## src/hw/rtl/emh_pkg.sv

```systemverilog
// Shared types and constants of the event multiplicity histogrammer.
// Used by every module of the block; depends on nothing.
package emh_pkg;

	localparam int CHAMBER_BINS_DEF = 1024;
	localparam int TOTAL_BINS_DEF   = 4096;
	localparam int COUNT_WIDTH_DEF  = 32;

	localparam logic CMD_RECORD = 1'b0;
	localparam logic CMD_READ   = 1'b1;

	// histogram select codes; also the order of the chamber banks
	localparam logic [2:0] SEL_HIT_TOP     = 3'd0;
	localparam logic [2:0] SEL_HIT_MIDDLE  = 3'd1;
	localparam logic [2:0] SEL_HIT_BOTTOM  = 3'd2;
	localparam logic [2:0] SEL_CLU_TOP     = 3'd3;
	localparam logic [2:0] SEL_CLU_MIDDLE  = 3'd4;
	localparam logic [2:0] SEL_CLU_BOTTOM  = 3'd5;
	localparam logic [2:0] SEL_HIT_TOTAL   = 3'd6;
	localparam logic [2:0] SEL_CLU_TOTAL   = 3'd7;

	localparam int NUM_CHAMBER_HISTS = 6;
	localparam int NUM_CATEGORIES    = 6;

	// category counter slots
	localparam int CAT_NO_HIT         = 0;
	localparam int CAT_FEW_HIT        = 1;
	localparam int CAT_MANY_HIT       = 2;
	localparam int CAT_SINGLE_CLUSTER = 3;
	localparam int CAT_DOUBLE_CLUSTER = 4;
	localparam int CAT_MANY_CLUSTER   = 5;

	typedef struct packed {
		logic        cmd;
		logic [9:0]  hits_top;
		logic [9:0]  hits_middle;
		logic [9:0]  hits_bottom;
		logic [9:0]  clusters_top;
		logic [9:0]  clusters_middle;
		logic [9:0]  clusters_bottom;
		logic [11:0] hits_total;
		logic [11:0] clusters_total;
		logic [2:0]  hist_select;
		logic [11:0] bin_index;
	} emh_item_t;

	typedef struct packed {
		logic [31:0] bin_count;
		logic [31:0] no_hit_events;
		logic [31:0] few_hit_events;
		logic [31:0] many_hit_events;
		logic [31:0] single_cluster_events;
		logic [31:0] double_cluster_events;
		logic [31:0] many_cluster_events;
	} emh_result_t;

	// controller to datapath
	typedef struct packed {
		logic accept;  // item taken: issue bank reads, latch item
		logic finish;  // write back bumps, update counters, load result
		logic clear;   // clearing pass, zero the swept address
	} emh_cmd_t;

endpackage

```

## src/hw/rtl/emh_ctrl.sv

```systemverilog
// Controller: clearing pass after reset, item sequencing and the result valid flag.
// Depends on emh_pkg; commands emh_datapath through emh_cmd_t.
module emh_ctrl #(
	parameter int SWEEP_DEPTH = emh_pkg::TOTAL_BINS_DEF,
	localparam int SW = $clog2(SWEEP_DEPTH)
) (
	input  logic              clk,
	input  logic              arst_n,
	input  logic              item_valid,
	output logic              item_stall,
	output logic              result_valid,
	input  logic              result_stall,
	output emh_pkg::emh_cmd_t cmd,
	output logic [SW-1:0]     sweep
);
	import emh_pkg::*;

	localparam logic [1:0] ST_CLEAR = 2'd0;
	localparam logic [1:0] ST_IDLE  = 2'd1;
	localparam logic [1:0] ST_EXEC  = 2'd2;

	logic [1:0]    state_q;
	logic [SW-1:0] sweep_q;
	logic          result_valid_q;
	logic          out_free;

	assign out_free   = !result_valid_q || !result_stall;
	assign item_stall = (state_q != ST_IDLE);

	assign cmd.accept = (state_q == ST_IDLE) && item_valid;
	assign cmd.finish = (state_q == ST_EXEC) && out_free;
	assign cmd.clear  = (state_q == ST_CLEAR);

	assign sweep        = sweep_q;
	assign result_valid = result_valid_q;

	always_ff @(posedge clk or negedge arst_n) begin
		if (!arst_n) begin
			state_q <= ST_CLEAR;
			sweep_q <= '0;
		end else begin
			case (state_q)
				ST_CLEAR: begin
					sweep_q <= sweep_q + 1'b1;
					if (sweep_q == SW'(SWEEP_DEPTH - 1)) begin
						state_q <= ST_IDLE;
					end
				end
				ST_IDLE: begin
					if (item_valid) begin
						state_q <= ST_EXEC;
					end
				end
				ST_EXEC: begin
					// bank read data is held until the result register frees up
					if (out_free) begin
						state_q <= ST_IDLE;
					end
				end
				default: begin
					state_q <= ST_IDLE;
				end
			endcase
		end
	end

	always_ff @(posedge clk or negedge arst_n) begin
		if (!arst_n) begin
			result_valid_q <= 1'b0;
		end else if (cmd.finish) begin
			result_valid_q <= 1'b1;
		end else if (!result_stall) begin
			result_valid_q <= 1'b0;
		end
	end

endmodule

```

## config.mk

```make
export PLATFORM = sky130hd
export DESIGN_NAME = emh_ctrl
export DESIGN_NICKNAME = d
export VERILOG_FILES = /design/src/hw/rtl/emh_pkg.sv /design/src/hw/rtl/emh_ctrl.sv
export SDC_FILE = /design/constraint.sdc
export NUM_CORES = 1
export LEC_CHECK = 0
export BUFFER_PORTS_ARGS = -buffer_cell sky130_fd_sc_hd__buf_2
export CAP_MARGIN = 10
export CORE_UTILIZATION = 51
export CTS_CLUSTER_DIAMETER = 120
export DETAILED_ROUTE_END_ITERATION = 8
export HOLD_SLACK_MARGIN = 0.15
export PLACE_DENSITY = 0.8
export SETUP_SLACK_MARGIN = 0.3
export SLEW_MARGIN = 10
export SYNTH_ARGS = -nofsm -noshare
export SYNTH_HDL_FRONTEND = slang
export SYNTH_SLANG_ARGS = --single-unit
```

## constraint.sdc

```tcl
create_clock -name clk -period 3.5 [get_ports clk]
set_clock_uncertainty 0.1 [all_clocks]
set_input_delay 0.7 -clock clk [delete_from_list [all_inputs] [get_ports clk]]
set_output_delay 0.7 -clock clk [all_outputs]
set_load 0.02 [all_outputs]
```

==> key figures <==
CTS
  – Total CTS buffers: 3
  – CTS tree: done
  – Post-CTS Hold Buffers: 0
  – CTS root buf: clkbuf_4
  – Setup bufs post-CTS: 0
  – CTS clk-pin slew, worst paths: 0.08 ns
  – Clock sinks: 15
  – H-tree levels: 1
  – Post-CTS Resized: 0
  – Clock latency at the later pin of the worst-skew pair: around 0.28 ns
  – Longest Clk Path Bufs: 2

Power and ir drop
  – VDD IR-drop max: around 0.55 mV
  – Clock share of power: about 14%
  – Part of the power in registers: 44.9%
  – Internal power: about 0.38 mW
  – Power per Cell Area: between 800 and 900 nW/um^2
  – Sw frac: between 40% and 50%
  – Net switching power: between 0.2 and 0.3 mW
  – Leakage power: between 0.4 and 0.5 nW
  – Pwr Total: 0.6673 mW
  – Comb power frac: around 41%

Logic synthesis
  – Post-synthesis sequential area ratio: around 55%
  – Mapped Cells: 58
  – Post-Synthesis Cell Area: 676.9 sq um
  – Largest area contributor in the netlist: dfrtp_1
  – Top cell type's share of synthesized area: 55.45%
  – Synthesis Warnings: 0
  – Synth cell types: 22
  – Synthesis-stage register bit count: 15
  – Average size of a mapped cell: approximately 12 sq um
  – Top cells by area, synth: dfrtp_1 (55%), xor2_1 (7.8%), xnor2_1 (6.5%), nand2_1 (3.3%), nand3_1 (3.0%)
  – Mapped Nets: 63

Die
  – Die area: between 1000 and 1500 sq um
  – Row count: 12
  – Total I/O pin count: 21
  – Die height: 38.43 um
  – Core area: ~1200 sq um
  – Die W: between 30 and 40 um
  – Initial core utilization: 57.80%

Route
  – Initial DRC count: 3
  – Wirelength, routed: roughly 1200 um
  – ANT nets after route: 0
  – Pre-Repair DR Iteration Count: 2
  – Vias per inst: 5.219
  – Residual DRC: 0
  – WL/cell: around 12 um
  – DR vias: about 500

Cells and area
  – Synthesis-to-finish area growth: 21.26%
  – # fillers: between 90 and 100
  – # nets final: 88
  – N_diodes: 0
  – Share of layout cells above drive strength 1: between 30% and 40%

STA
  – Relative slew margins: between 70% and 80%
  – RSZ-0062 raised after global routing: no
  – Max Fclk: roughly 470 MHz
  – # setup viols final: 0
  – Hold Violations, Final: 0
  – Setup tns final: 0 ns
  – Fin. max-slew vios: 0
  – Final worst-path cycle share: 60.73%
  – Minimum clock period after layout: between 2 and 2.5 ns
  – Worst-Margin Slew: 0.3640 ns

Place
  – I/O Buffers: 20
  – Global placer's final weighted congestion: 0.7316

GRT
  – Vias in the first global route: around 430
  – Largest net degree at the start of global routing: 16
  – Total gr overflow: 0
  – First-pass GRT wire length: 1794 um
  – Initial antenna violation count: 0
  – GRT Total Usage: a little under a fifth
  – Met3 usage: ~5.2%
  – Met2 Use GR: roughly a third
  – GRT busiest layer: met2
  – GRT met1 Usage: between 20% and 30%

Status
  – Status: completed

Worst setup path
  – Critical Path Fanout Max: 7
  – Arrival time at the worst endpoint: 1.33 ns
  – CP Data Required Time: ~2.7 ns
  – CP endpoint kind: output port
  – WS Path Type: reg2out
  – Startpoint Class: flop

Worst hold path
  – Worst min-delay path category: in2async

Flow run
  – Max cap viols: 0
## metal layers
metal	wire, um	vias up
li1	-	253
met5	0	-
met2	564	14
met4	15	0
met1	563	232
met3	53	2
## sequential cells by signal (all words and copies together) (netlist names)
name / flops
state_q: 2
result_valid: 1
sweep: 12
## area by class of cell
| type | instances | area (sq um) | area share [%] |
|---|---|---|---|
| Multi-Input combinational cell | 42 | 297.8 | 36.28 |
| Inverter | 1 | 3.754 | 0.4573 |
| Tap cell | 14 | 17.52 | 2.134 |
| Sequential cell | 15 | 375.4 | 45.73 |
| Timing Repair Buffer | 20 | 100.1 | 12.20 |
| Clock buffer | 4 | 26.28 | 3.201 |
## path summary, 6_finish.rpt
path	startpoint	end	slack (ns)	cells past startpoint
max	state_q[1]	cmd[0]	1.37	2
min	arst_n	result_valid	0.21	1
min reg2reg	sweep[10]	sweep[10]	0.41	1
min in group clk	sweep[10]	sweep[10]	0.41	1
max in group asynchronous	arst_n	sweep[11]	2.85	1
max reg2reg	sweep[0]	sweep[10]	1.89	4
## power by group through the flow
stage                     Clock, mW  Sequential [mW]  Combinational, mW
after floorplan                   0            0.341              0.143
after global placement            0            0.298              0.269
after detailed placement          0            0.301              0.274
after CTS                    0.0985            0.299              0.275
after global routing          0.107            0.307              0.298
final                        0.0946            0.300              0.273
## synth_stat cells
cell and count:
a21oi_1 2, nand4_1 1, and3_2 1, nand4_2 1
nor4_1 1, nand4bb_1 1, nor2_1 3, o22ai_1 1
or4_1 1, ha_1 1, dfrtp_1 15, mux2_2 1
nand3_1 4, nand2b_1 2, inv_1 1, xnor2_1 5
nor3_1 2, and3_1 1, nor4b_1 1, xor2_1 6
nand2_1 6, nor3b_4 1
## worst max-delay path, cell delays in order (launching register included)
cell and delay [ns]:
dfrtp_1 0.47, nor2_1 0.34, buf_2 0.24
## logic make-up after synthesis
| kind of cell | count (synthesis) | synth area share [%] |
|---|---|---|
| flip-flops | 15 | 55.45 |
| adder cells (fa/ha/maj) | 1 | 1.848 |
| XOR/XNOR | 11 | 14.23 |
| buffers and inverters | 1 | 0.5540 |
| multiplexers | 1 | 1.663 |
| AO/OA/AOI/OAI | 3 | 2.404 |
| AND/OR/NAND/NOR | 26 | 23.85 |
## per-stage QoR
stage / instances / hold WS (ns) / area, sq um / setup slack, ns / utilization, %
final: 96 / 0.2052 / 820.8 / 1.375 / 70.09
after global routing: 96 / 0.2138 / 820.8 / 1.293 / 70.09
after CTS: 96 / 0.2057 / 820.8 / 1.361 / 70.09
after detailed placement: 92 / 0.3775 / 794.5 / 1.592 / 67.84
after global placement: 92 / 0.3734 / 794.5 / 1.613 / 67.84
after floorplan: 58 / 0.3044 / 676.9 / 1.641 / -
## cell usage in the layout (no fill, tap or decap), drive strengths merged, types with 2 or more instances in the layout
cell type	synthesis	layout
a21oi	2	2
nand4	2	2
and3	2	2
nor3	2	2
xor2	6	6
clkbuf	0	4
buf	0	20
xnor2	5	5
nand2	6	6
nor2	3	3
nand2b	2	2
nand3	4	4
dfrtp	15	15
Note: power is estimated with default switching activity, not from simulation.
